--- src/rtl/core/assert_macros.svh ---
// assertion macros shared by the sequencer rtl
`ifndef ASSERT_MACROS_SVH
`define ASSERT_MACROS_SVH

// condition that must hold whenever the antecedent holds in the same cycle
`define MSRS_ASSERT_NOW(lbl, ante, cons, msg) \
  lbl: assert property (@(posedge clk_i) disable iff (!rst_ni) (ante) |-> (cons)) \
    else $error(msg);

// condition that must hold in the cycle after the antecedent
`define MSRS_ASSERT_NEXT(lbl, ante, cons, msg) \
  lbl: assert property (@(posedge clk_i) disable iff (!rst_ni) (ante) |=> (cons)) \
    else $error(msg);

`endif

--- src/rtl/core/msrs_pkg.sv ---
// types and constants of the motor stroke ramp sequencer
package msrs_pkg;

  localparam int unsigned MAX_DUTY_DEF  = 500;
  localparam int unsigned DUTY_STEP_DEF = 50;

  localparam logic [7:0]  STROKE_COUNT_RST = 8'd10;
  localparam logic        PRESSURE_REL_RST = 1'b1;
  localparam logic [15:0] PEAK_DUTY_RST    = 16'd0;
  localparam logic [15:0] STEP_HOLD_RST    = 16'd50;
  localparam logic [15:0] FWD_DWELL_RST    = 16'd1000;
  localparam logic [15:0] REV_DWELL_RST    = 16'd200;
  localparam logic [7:0]  STROKES_MAX      = 8'hFF;

  typedef enum logic [3:0] {
    PH_FWD_UP    = 4'd0,
    PH_FWD_WAIT  = 4'd1,
    PH_FWD_DOWN  = 4'd2,
    PH_FWD_DWELL = 4'd3,
    PH_REV_UP    = 4'd4,
    PH_REV_WAIT  = 4'd5,
    PH_REV_DOWN  = 4'd6,
    PH_REV_DWELL = 4'd7,
    PH_DONE      = 4'd8
  } phase_e;

  typedef enum logic [2:0] {
    CFG_STROKE_COUNT = 3'd0,
    CFG_PRESSURE_REL = 3'd1,
    CFG_PEAK_DUTY    = 3'd2,
    CFG_STEP_HOLD    = 3'd3,
    CFG_FWD_DWELL    = 3'd4,
    CFG_REV_DWELL    = 3'd5
  } cfg_idx_e;

  typedef struct packed {
    logic [7:0]  stroke_count;
    logic        release_en;
    logic [15:0] peak_duty;
    logic [15:0] step_hold_ticks;
    logic [15:0] forward_dwell_ticks;
    logic [15:0] reverse_dwell_ticks;
  } cfg_t;

  typedef struct packed {
    phase_e      phase;
    logic [15:0] hold;
    logic [7:0]  strokes;
    logic        last;
    logic [8:0]  fwd;
    logic [8:0]  rev;
  } seq_state_t;

endpackage

--- src/rtl/core/msrs_step.sv ---
// next-state logic of the sequencer for one tick
module msrs_step #(
  parameter int unsigned MAX_DUTY  = msrs_pkg::MAX_DUTY_DEF,
  parameter int unsigned DUTY_STEP = msrs_pkg::DUTY_STEP_DEF,
  localparam int unsigned DUTY_W   = $clog2(MAX_DUTY + DUTY_STEP + 1)
) (
  input  msrs_pkg::cfg_t       cfg_i,
  input  logic                 home_sensor_i,
  input  logic                 end_sensor_i,
  input  logic                 stop_sensor_i,
  input  msrs_pkg::seq_state_t st_i,
  input  logic [DUTY_W-1:0]    duty_i,
  output msrs_pkg::seq_state_t st_o,
  output logic [DUTY_W-1:0]    duty_o
);
  import msrs_pkg::*;

  localparam logic [16:0]       MAX_W  = 17'(MAX_DUTY);
  localparam logic [DUTY_W-1:0] STEP_W = DUTY_W'(DUTY_STEP);

  typedef struct packed {
    phase_e            phase;
    logic [DUTY_W-1:0] duty;
    logic [15:0]       hold;
    logic [7:0]        strokes;
    logic              last;
    logic [8:0]        fwd;
    logic [8:0]        rev;
  } st_t;

  typedef struct packed {
    logic              home;
    logic              end_s;
    logic              stop;
    logic [DUTY_W-1:0] tgt;
    logic [15:0]       hold_lim;
    logic [7:0]        count;
    logic              rel;
    logic [15:0]       fdw;
    logic [15:0]       rdw;
  } env_t;

  env_t env;
  st_t  cur;
  st_t  nxt;

  function automatic phase_e next_ph(phase_e p);
    return phase_e'(p + 4'd1);
  endfunction

  // one ramp-up tick
  function automatic st_t ru_f(st_t s, logic rev, env_t e);
    st_t         r;
    logic [16:0] h1;
    r  = s;
    h1 = {1'b0, s.hold} + 17'd1;
    r.fwd = rev ? 9'd0 : 9'(s.duty);
    r.rev = rev ? 9'(s.duty) : 9'd0;
    if (h1 >= {1'b0, e.hold_lim}) begin
      r.hold = '0;
      r.duty = s.duty + STEP_W;
      if (r.duty > e.tgt) begin
        r.phase = next_ph(s.phase);
      end
    end else begin
      r.hold = h1[15:0];
    end
    return r;
  endfunction

  // stroke start, duty and hold already zero
  function automatic st_t start_f(st_t s, env_t e);
    st_t r;
    r = s;
    if (s.strokes >= e.count) begin
      r.phase = PH_DONE;
      r.fwd   = '0;
      r.rev   = '0;
      return r;
    end
    r.phase = PH_FWD_UP;
    r.last  = e.rel && (({1'b0, s.strokes} + 9'd1) == {1'b0, e.count});
    return ru_f(r, 1'b0, e);
  endfunction

  function automatic st_t dwell_f(st_t s, logic rev, env_t e);
    st_t         r;
    logic [15:0] dw;
    r     = s;
    dw    = rev ? e.rdw : e.fdw;
    r.fwd = '0;
    r.rev = '0;
    if (s.hold >= dw) begin
      r.duty = '0;
      r.hold = '0;
      if (rev || s.last) begin
        if (s.strokes != STROKES_MAX) begin
          r.strokes = s.strokes + 8'd1;
        end
        r.phase = PH_FWD_UP;
        return start_f(r, e);
      end
      r.phase = PH_REV_UP;
      return ru_f(r, 1'b1, e);
    end
    r.hold = s.hold + 16'd1;
    return r;
  endfunction

  function automatic st_t rd_f(st_t s, logic rev, env_t e);
    st_t         r;
    logic [16:0] h1;
    r  = s;
    h1 = {1'b0, s.hold} + 17'd1;
    if (s.hold == '0 && (e.end_s || e.home)) begin
      r.fwd   = '0;
      r.rev   = '0;
      r.phase = next_ph(s.phase);
      r.duty  = '0;
      r.hold  = '0;
      return dwell_f(r, rev, e);
    end
    r.fwd = rev ? 9'd0 : 9'(s.duty);
    r.rev = rev ? 9'(s.duty) : 9'd0;
    if (h1 >= {1'b0, e.hold_lim}) begin
      r.hold = '0;
      if (s.duty < STEP_W) begin
        r.phase = next_ph(s.phase);
        r.duty  = '0;
      end else begin
        r.duty = s.duty - STEP_W;
      end
    end else begin
      r.hold = h1[15:0];
    end
    return r;
  endfunction

  function automatic st_t wait_f(st_t s, logic rev, env_t e);
    st_t  r;
    logic hit;
    r   = s;
    hit = rev ? e.home : (s.last ? e.stop : e.end_s);
    if (hit) begin
      r.phase = next_ph(s.phase);
      r.duty  = e.tgt;
      r.hold  = '0;
      return rd_f(r, rev, e);
    end
    return r;
  endfunction

  always_comb begin
    env.home     = home_sensor_i;
    env.end_s    = end_sensor_i;
    env.stop     = stop_sensor_i;
    env.hold_lim = (cfg_i.step_hold_ticks == '0) ? 16'd1 : cfg_i.step_hold_ticks;
    env.count    = cfg_i.stroke_count;
    env.rel      = cfg_i.release_en;
    env.fdw      = cfg_i.forward_dwell_ticks;
    env.rdw      = cfg_i.reverse_dwell_ticks;
    if (cfg_i.peak_duty == '0 || {1'b0, cfg_i.peak_duty} > MAX_W) begin
      env.tgt = DUTY_W'(MAX_DUTY);
    end else begin
      env.tgt = DUTY_W'(cfg_i.peak_duty);
    end
  end

  always_comb begin
    cur.phase   = st_i.phase;
    cur.duty    = duty_i;
    cur.hold    = st_i.hold;
    cur.strokes = st_i.strokes;
    cur.last    = st_i.last;
    cur.fwd     = st_i.fwd;
    cur.rev     = st_i.rev;
    case (st_i.phase)
      PH_FWD_UP: begin
        if (cur.hold == '0 && cur.duty == '0) begin
          nxt = start_f(cur, env);
        end else begin
          nxt = ru_f(cur, 1'b0, env);
        end
      end
      PH_REV_UP:    nxt = ru_f(cur, 1'b1, env);
      PH_FWD_WAIT:  nxt = wait_f(cur, 1'b0, env);
      PH_REV_WAIT:  nxt = wait_f(cur, 1'b1, env);
      PH_FWD_DOWN:  nxt = rd_f(cur, 1'b0, env);
      PH_REV_DOWN:  nxt = rd_f(cur, 1'b1, env);
      PH_FWD_DWELL: nxt = dwell_f(cur, 1'b0, env);
      PH_REV_DWELL: nxt = dwell_f(cur, 1'b1, env);
      default: begin
        // done: a raised stroke count starts a new stroke
        cur.duty = '0;
        cur.hold = '0;
        nxt = start_f(cur, env);
      end
    endcase
  end

  assign st_o.phase   = nxt.phase;
  assign st_o.hold    = nxt.hold;
  assign st_o.strokes = nxt.strokes;
  assign st_o.last    = nxt.last;
  assign st_o.fwd     = nxt.fwd;
  assign st_o.rev     = nxt.rev;
  assign duty_o       = nxt.duty;

endmodule

--- src/rtl/core/motor_stroke_ramp_sequencer_core.sv ---
// top level of the motor stroke ramp sequencer
//
//  channel  | handshake                  | payload
//  ---------+----------------------------+------------------------------------------
//  in       | in_valid_i / in_stall_o    | home, end and stop sensor levels
//  out      | out_valid_o / out_stall_i  | forward/reverse duty, phase, strokes, done
//  cfg      | cfg_wr_en_i                | cfg_index_i, cfg_wdata_i
//
// one transaction per cycle sustained while the output is not stalled; a tick waits in the input register,
// then its state update lands in the state register, which is also the result register
// reset clears the state and both valid flags and sets the configuration registers to their defaults
// a stalled result holds the state; the input register still takes one more tick if it is empty
module motor_stroke_ramp_sequencer_core #(
  parameter int unsigned MAX_DUTY  = msrs_pkg::MAX_DUTY_DEF,
  parameter int unsigned DUTY_STEP = msrs_pkg::DUTY_STEP_DEF
) (
  input  logic        clk_i,
  input  logic        rst_ni,
  input  logic        cfg_wr_en_i,
  input  logic [2:0]  cfg_index_i,
  input  logic [15:0] cfg_wdata_i,
  input  logic        in_valid_i,
  output logic        in_stall_o,
  input  logic        home_sensor_i,
  input  logic        end_sensor_i,
  input  logic        stop_sensor_i,
  output logic        out_valid_o,
  input  logic        out_stall_i,
  output logic [8:0]  forward_duty_o,
  output logic [8:0]  reverse_duty_o,
  output logic [3:0]  phase_o,
  output logic [7:0]  strokes_done_o,
  output logic        all_done_o
);
  import msrs_pkg::*;

  `include "assert_macros.svh"

  localparam int unsigned DUTY_W = $clog2(MAX_DUTY + DUTY_STEP + 1);

  cfg_t              cfg_q;
  seq_state_t        st_q;
  seq_state_t        st_d;
  logic [DUTY_W-1:0] duty_q;
  logic [DUTY_W-1:0] duty_d;
  logic              s1_valid_q;
  logic              home_q;
  logic              end_q;
  logic              stop_q;
  logic              out_valid_q;
  logic              accept;
  logic              adv;

  assign adv        = s1_valid_q & (~out_valid_q | ~out_stall_i);
  assign in_stall_o = s1_valid_q & ~adv;
  assign accept     = in_valid_i & ~in_stall_o;

  always_ff @(posedge clk_i or negedge rst_ni) begin
    if (!rst_ni) begin
      cfg_q.stroke_count        <= STROKE_COUNT_RST;
      cfg_q.release_en          <= PRESSURE_REL_RST;
      cfg_q.peak_duty           <= PEAK_DUTY_RST;
      cfg_q.step_hold_ticks     <= STEP_HOLD_RST;
      cfg_q.forward_dwell_ticks <= FWD_DWELL_RST;
      cfg_q.reverse_dwell_ticks <= REV_DWELL_RST;
    end else if (cfg_wr_en_i) begin
      case (cfg_idx_e'(cfg_index_i))
        CFG_STROKE_COUNT: cfg_q.stroke_count        <= cfg_wdata_i[7:0];
        CFG_PRESSURE_REL: cfg_q.release_en          <= cfg_wdata_i[0];
        CFG_PEAK_DUTY:    cfg_q.peak_duty           <= cfg_wdata_i;
        CFG_STEP_HOLD:    cfg_q.step_hold_ticks     <= cfg_wdata_i;
        CFG_FWD_DWELL:    cfg_q.forward_dwell_ticks <= cfg_wdata_i;
        CFG_REV_DWELL:    cfg_q.reverse_dwell_ticks <= cfg_wdata_i;
        default: ;
      endcase
    end
  end

  always_ff @(posedge clk_i) begin
    if (accept) begin
      home_q <= home_sensor_i;
      end_q  <= end_sensor_i;
      stop_q <= stop_sensor_i;
    end
  end

  always_ff @(posedge clk_i or negedge rst_ni) begin
    if (!rst_ni) begin
      s1_valid_q  <= 1'b0;
      out_valid_q <= 1'b0;
    end else begin
      s1_valid_q  <= accept | (s1_valid_q & ~adv);
      out_valid_q <= adv | (out_valid_q & out_stall_i);
    end
  end

  msrs_step #(
    .MAX_DUTY  (MAX_DUTY),
    .DUTY_STEP (DUTY_STEP)
  ) u_step (
    .cfg_i         (cfg_q),
    .home_sensor_i (home_q),
    .end_sensor_i  (end_q),
    .stop_sensor_i (stop_q),
    .st_i          (st_q),
    .duty_i        (duty_q),
    .st_o          (st_d),
    .duty_o        (duty_d)
  );

  always_ff @(posedge clk_i or negedge rst_ni) begin
    if (!rst_ni) begin
      st_q.phase   <= PH_FWD_UP;
      st_q.hold    <= '0;
      st_q.strokes <= '0;
      st_q.last    <= 1'b0;
      st_q.fwd     <= '0;
      st_q.rev     <= '0;
      duty_q       <= '0;
    end else if (adv) begin
      st_q   <= st_d;
      duty_q <= duty_d;
    end
  end

  assign out_valid_o    = out_valid_q;
  assign forward_duty_o = st_q.fwd;
  assign reverse_duty_o = st_q.rev;
  assign phase_o        = st_q.phase;
  assign strokes_done_o = st_q.strokes;
  assign all_done_o     = (st_q.phase == PH_DONE);

  `MSRS_ASSERT_NOW(a_done_idle, out_valid_o && all_done_o,
    forward_duty_o == '0 && reverse_duty_o == '0, "duty driven while done")
  `MSRS_ASSERT_NOW(a_fwd_no_rev,
    st_q.phase == PH_FWD_UP || st_q.phase == PH_FWD_WAIT ||
    st_q.phase == PH_FWD_DOWN || st_q.phase == PH_FWD_DWELL,
    reverse_duty_o == '0, "reverse duty in forward phase")
  `MSRS_ASSERT_NOW(a_rev_no_fwd,
    st_q.phase == PH_REV_UP || st_q.phase == PH_REV_WAIT || st_q.phase == PH_REV_DOWN,
    forward_duty_o == '0, "forward duty in reverse phase")
  `MSRS_ASSERT_NEXT(a_strokes_mono, adv,
    st_q.strokes >= $past(st_q.strokes), "stroke count went backwards")

endmodule
--- config.mk ---
export PLATFORM = sky130hd
export DESIGN_NAME = motor_stroke_ramp_sequencer_core
export DESIGN_NICKNAME = d
export VERILOG_FILES = /design/src/rtl/core/msrs_pkg.sv /design/src/rtl/core/msrs_step.sv /design/src/rtl/core/motor_stroke_ramp_sequencer_core.sv
export VERILOG_INCLUDE_DIRS = /design/src /design/src/rtl/core
export SDC_FILE = /design/constraint.sdc
export NUM_CORES = 1
export LEC_CHECK = 0
export BUFFER_PORTS_ARGS = -buffer_cell sky130_fd_sc_hd__buf_2
export CAP_MARGIN = 10
export CELL_PAD_IN_SITES_DETAIL_PLACEMENT = 1
export CELL_PAD_IN_SITES_GLOBAL_PLACEMENT = 2
export CORE_AREA = 2 2 176 178
export CTS_BUF_LIST = sky130_fd_sc_hd__clkbuf_4 sky130_fd_sc_hd__clkbuf_8
export CTS_CLUSTER_SIZE = 24
export DETAILED_ROUTE_END_ITERATION = 16
export DIE_AREA = 0 0 178 180
export GPL_ROUTABILITY_DRIVEN = 0
export PLACE_DENSITY = 0.87
export SYNTH_ARGS = -nofsm -noshare
export SYNTH_HDL_FRONTEND = slang
export SYNTH_SLANG_ARGS = --single-unit
--- constraint.sdc ---
create_clock -name clk_i -period 4 [get_ports clk_i]
set_input_delay 0.2 -clock clk_i [delete_from_list [all_inputs] [get_ports clk_i]]
set_output_delay 0.2 -clock clk_i [all_outputs]
set_load 0.005 [all_outputs]
# == After elaboration in Yosys (flattened, before gate mapping) ==
# Cells that the tools add are included.
# classes
n_addsub,15
magnitude_cmp,18
eq_ne,59
mux,186
bitwise,12
reduce_logical,31
# ops
cell,count
$mux 57,50
$pmux 57 s8,1
$mux 38,6
$mux 8,21
$mux 30,4
$mux 1,81
$add 8x1->9 const B,7
$eq 9x8->1,7
$ge 8x8->1,7
$ge 1x16->1 const A,3
$logic_not 16->1,3
$mux 14,3
$mux 4,9
$ne 4x4->1 const B,9
$mux 11,3
$ge 16x16->1,2
$mux 16,2
$mux 10,3
$reduce_and 26->1,1
$ne 5x5->1 const B,5
$lt 10x6->1 const B,2
$sub 10x6->10 const B,2
$reduce_and 19->1,1
$ne 3x3->1 const B,6
other kinds (41),83
# word_totals
register_bits,135
output_inout_bits,33
wordCells,339

# == Logic depth before layout (Yosys ltp) ==
# depth
depth_word,24
ltp_mapped,21
depth_no_buf,20

# == Cells and area by module ==
# A second synthesis with hierarchy kept.
# unflattened
hier_cells,1274
area_unflattened_um2,11548.6
# by_module_without_submodules
module,instances,cells_per_inst,area_per_inst_um2
msrs_step,1,953,6150.9
motor_stroke_ramp_sequencer_core,1,321,5397.7

# == Least setup slack after synthesis ==
# Ideal clock, no wire load.
# synth_path
path_kind,flip-flop to flip-flop
from,register st_q[29] (netlist bit)
to,register duty_q[1]
setup_time_ns,0.123
arrival_ns,3.893
slack_ns,-0.016
stages_incl_launch_ff,22
n_path_buf,1
path_cell_list,dfrtp_1 > buf_2 > and4_1 > nand4_1 > nor2_1 > and3_1 > nand3_1 > inv_1 > and3_1 > xor2_1 > ha_1 > nand3_1 > nor2_1 > a22oi_1 > nand2_1 > nor2_2 > inv_1 > ha_1 > a32oi_1 > o21ai_0 > a311o_1 > o221a_1
# synth_via
elab_chain_len,6
word_cells_on_any_way,28
cone_classes,1 x add/sub; 3 x order compare; 4 x eq/ne; 16 x mux; 4 x reduce/logical
# synth_lines
element,line_no,rtl
from (decl),motor_stroke_ramp_sequencer_core.sv:42,seq_state_t st_q;
from (signal assigned),motor_stroke_ramp_sequencer_core.sv:121,st_q <= st_d;
branches (longest 6 deep; another with $add 16x1->17),n/a,
to (signal assigned),motor_stroke_ramp_sequencer_core.sv:122,duty_q <= duty_d;
to (decl),motor_stroke_ramp_sequencer_core.sv:44,logic [DUTY_W-1:0] duty_q;
# Parallel ways; which one is timed is not known. The select of a mux whose other input is x is not followed.
# A chain may end at the register's enable or synchronous reset.

# == Worst setup path in the final report ==
# layout_path
from,register st_q[36] (netlist bit)
to,register duty_q[5]
# Same word-level chain as after synthesis.

==> flow_summary.yaml <==
drt:
  wl_um: 36000
  routedWlPerCell_um: 21.5
  drcViolationCount: 0
  drt-vias-per-instance: 5.71
  num_vias: 9557
  drtAntennaViolNets: 0
  dr.pass1.iters: 6
  drt_iter0_markers: 808
place:
  port_buffers: 59
  dp_slack_ns: -0.0259
  place_area_um2: 11600
  dp_cells: 1633
  dp_hpwl_um: 27600
critical_path:
  cp_common_cell: "nand3_1"
  setup.worst_path.class: "flip-flop to flip-flop"
  cp_slowest_stage_delay_ns: 0.57
  worst-path-max-fanout: 15
  end_kind: "flip-flop"
  slowest_stage: "dfrtp_1"
  critPathRequiredTime_ns: 4.36
  path_cells: "nand3_1, nor4_4, nand3_1, xnor2_2, ha_1, a21o_1, a21oi_1, o21a_1, nand2_1, nor2_4, buf_8, nor2_1, a211o_1, a2111oi_4, o22ai_1"
  critPathLaunchType: "flip-flop"
  arrival_ns: 4.20
yosys:
  synthDistinctLibCells: 99
  synth-edff-count: 3
  synth_area_leaders: "dfrtp_1, ha_1, mux2_2"
  yosys.area.top_type_share_pct: 27.4
  ys_seq_area_share_pct: 31.9
  yosys.area.top_type: "dfrtp_1"
  syn_area_um2: 10700
  synth_fp_nets: 1304
  postSynthAreaPerCell_um2: 8.97
  synth_ff_type: "dfrtp_1"
  synthCells: 1191
  synth-seq-cells: 135
  synth_warnings: 0
  yosys-top-cells-count: "dfrtp_1, nand2_1, ha_1, inv_1, o21ai_0"
  yosysMostFrequentCell: "dfrtp_1"
  synthArstFlopShare_pct: 97.8
pwr:
  peakVddDrop_v: 0.000181
  leakagePower_nw: 5.46
  power_density_nw_per_um2: 535
global_routing:
  antenna_found_initial: 0
  grt_usage_pct: 23.0
  grt.overflow.total: 0
  grt_pass1_wl_um: 57400
  grt_pass1_vias: 9969
  grt_max_degree: 81
cells_and_area:
  antenna_cells_inserted: 0
  drive_gt1_share_pct: 23.9
  fin_cells: 1674
  fill_cells: 3577
  fin_nets: 1378
  multi_input_area_um2: 6680
  area_growth_syn_to_layout_pct: 14.5
  register_area_um2: 3410
  fin_area_um2: 12200
floorplan:
  die-area_um2: 32000
  die_w_um: 178
  io_pins: 60
  coreArea_um2: 30200
  initial_utilization_pct: 35.4
  row_count: 64
  fp.dieH_um: 180
timing:
  finalCriticalPeriod_ns: 3.84
  slew_headroom_pct: 33.5
  worstMarginPinSlew_ns: 0.989
  max_freq_mhz: 260
  setup_viol: 0
  fin_skew_ns: 0.0250
  setup_tns_ns: 0
  drv_slew: 0
  post-route-period-util_pct: 96.0
  hold_violations: 0
  worst_slack_ns: 0.158
clock_tree:
  post_cts_buffers: 0
  insertion_delay_ns: 0.50
  clockBufferDepth: 2
  clkSlewWorstSetupHoldPaths_ns: 0.09
  cts_sinks: 135
  h-tree-depth: 4
  cts_inserted_buffers: 17
  root_buffer: "clkbuf_8"
  cts_tree: "built"
outcome:
  status: "finished clean"
min_path:
  min_path_type: "input port to flip-flop"
job:
  maxCapViolations: 0
## cell type report
type	count	area share [%]
timing repair buffer	139	7.62
sequential	135	27.9
clock inverter	12	1.16
inverter	81	2.49
tap	396	4.05
multi-input combinational	891	54.6
clock buffer	20	2.15
## state kept, by name, indices dropped and copies added (netlist names)
name,count
cfg_q,73
duty_q,10
end_q,1
forward_duty_o,9
home_q,1
out_valid_o,1
phase_o,4
reverse_duty_o,9
s1_valid_q,1
st_q,17
stop_q,1
strokes_done_o,8
## what timing repair did
item                                   4_1_cts  5_1_grt
gates cloned                                 0        0
setup endpoints to repair                    1       29
hold buffers                                 9        0
endpoints found under the hold margin       77        0
pin swaps                                    0        8
gates resized for setup                      2       32
## cell usage in the layout (no fill, tap or decap), types with 18 or more instances in the layout
cell type  count
nand3_1       30
buf_2         58
mux2_2        52
a22o_1        27
ha_1          85
nand2_1      112
a21oi_1       62
buf_4         70
clkbuf_8      18
dfrtp_1      117
nor2_1        49
nand2b_1      18
o21ai_0       75
xnor2_1       31
inv_1         79
nor3_1        28
## per-stage QoR
step                      power, mW  utilization [%]  hold WS, ns
final                          6.54             40.5      0.00120
after global placement         5.08             38.3        0.296
after floorplan                4.14                -      -0.0956
after CTS                      6.45             39.9      0.00638
after global routing           6.99             40.5      0.00263
after detailed placement       5.18             38.3        0.325
## final timing paths
| kind | startpoint | end | slack, ns | depth (start not counted) |
|---|---|---|---|---|
| min in group asynchronous | rst_ni | duty_q[6] | 0.33 | 2 |
| max in group asynchronous | rst_ni | cfg_q[66] | 2.68 | 3 |
| max | st_q[36] | duty_q[5] | 0.16 | 15 |
| max reg2reg | st_q[36] | duty_q[5] | 0.16 | 15 |
| min | cfg_wdata_i[10] | cfg_q[26] | 0.001 | 3 |
| min reg2reg | forward_duty_o[3] | forward_duty_o[3] | 0.48 | 2 |
## critical path: cells and delay by family (launching register included)
kind	cells	cell delay [ns]
xor+xnor	1	0.19
fa+ha+maj	1	0.36
compound gates	6	1.36
flops	1	0.57
simple gates	6	1.06
buf+inv	1	0.18
## where the power goes
group | switching [mW] | internal, mW | leakage [nW]
Clock | 0.644 | 0.596 | 0.207
Combinational | 2.01 | 1.29 | 3.58
Sequential | 0.328 | 1.68 | 1.67
## kinds of logic (layout without fill, tap and decap cells)
group | count (synthesis) | after routing | synth area share [%]
multiplexers | 64 | 64 | 6.93
XOR/XNOR | 49 | 49 | 4.02
other | 1 | 1 | 0.0351
AND/OR/NAND/NOR | 383 | 383 | 20.2
AO/OA/AOI/OAI | 307 | 307 | 19.5
flip-flops | 135 | 135 | 31.9
buffers and inverters | 165 | 252 | 7.19
adder cells (fa/ha/maj) | 87 | 87 | 10.2
## metal layers
layer  share of wire (%)  GRT usage, %
met3                 4.5          3.17
met4                 2.5          6.95
met5                   0             0
met2                  48          37.3
met1                  45          31.6
Note: power is estimated with default switching activity, not from simulation.
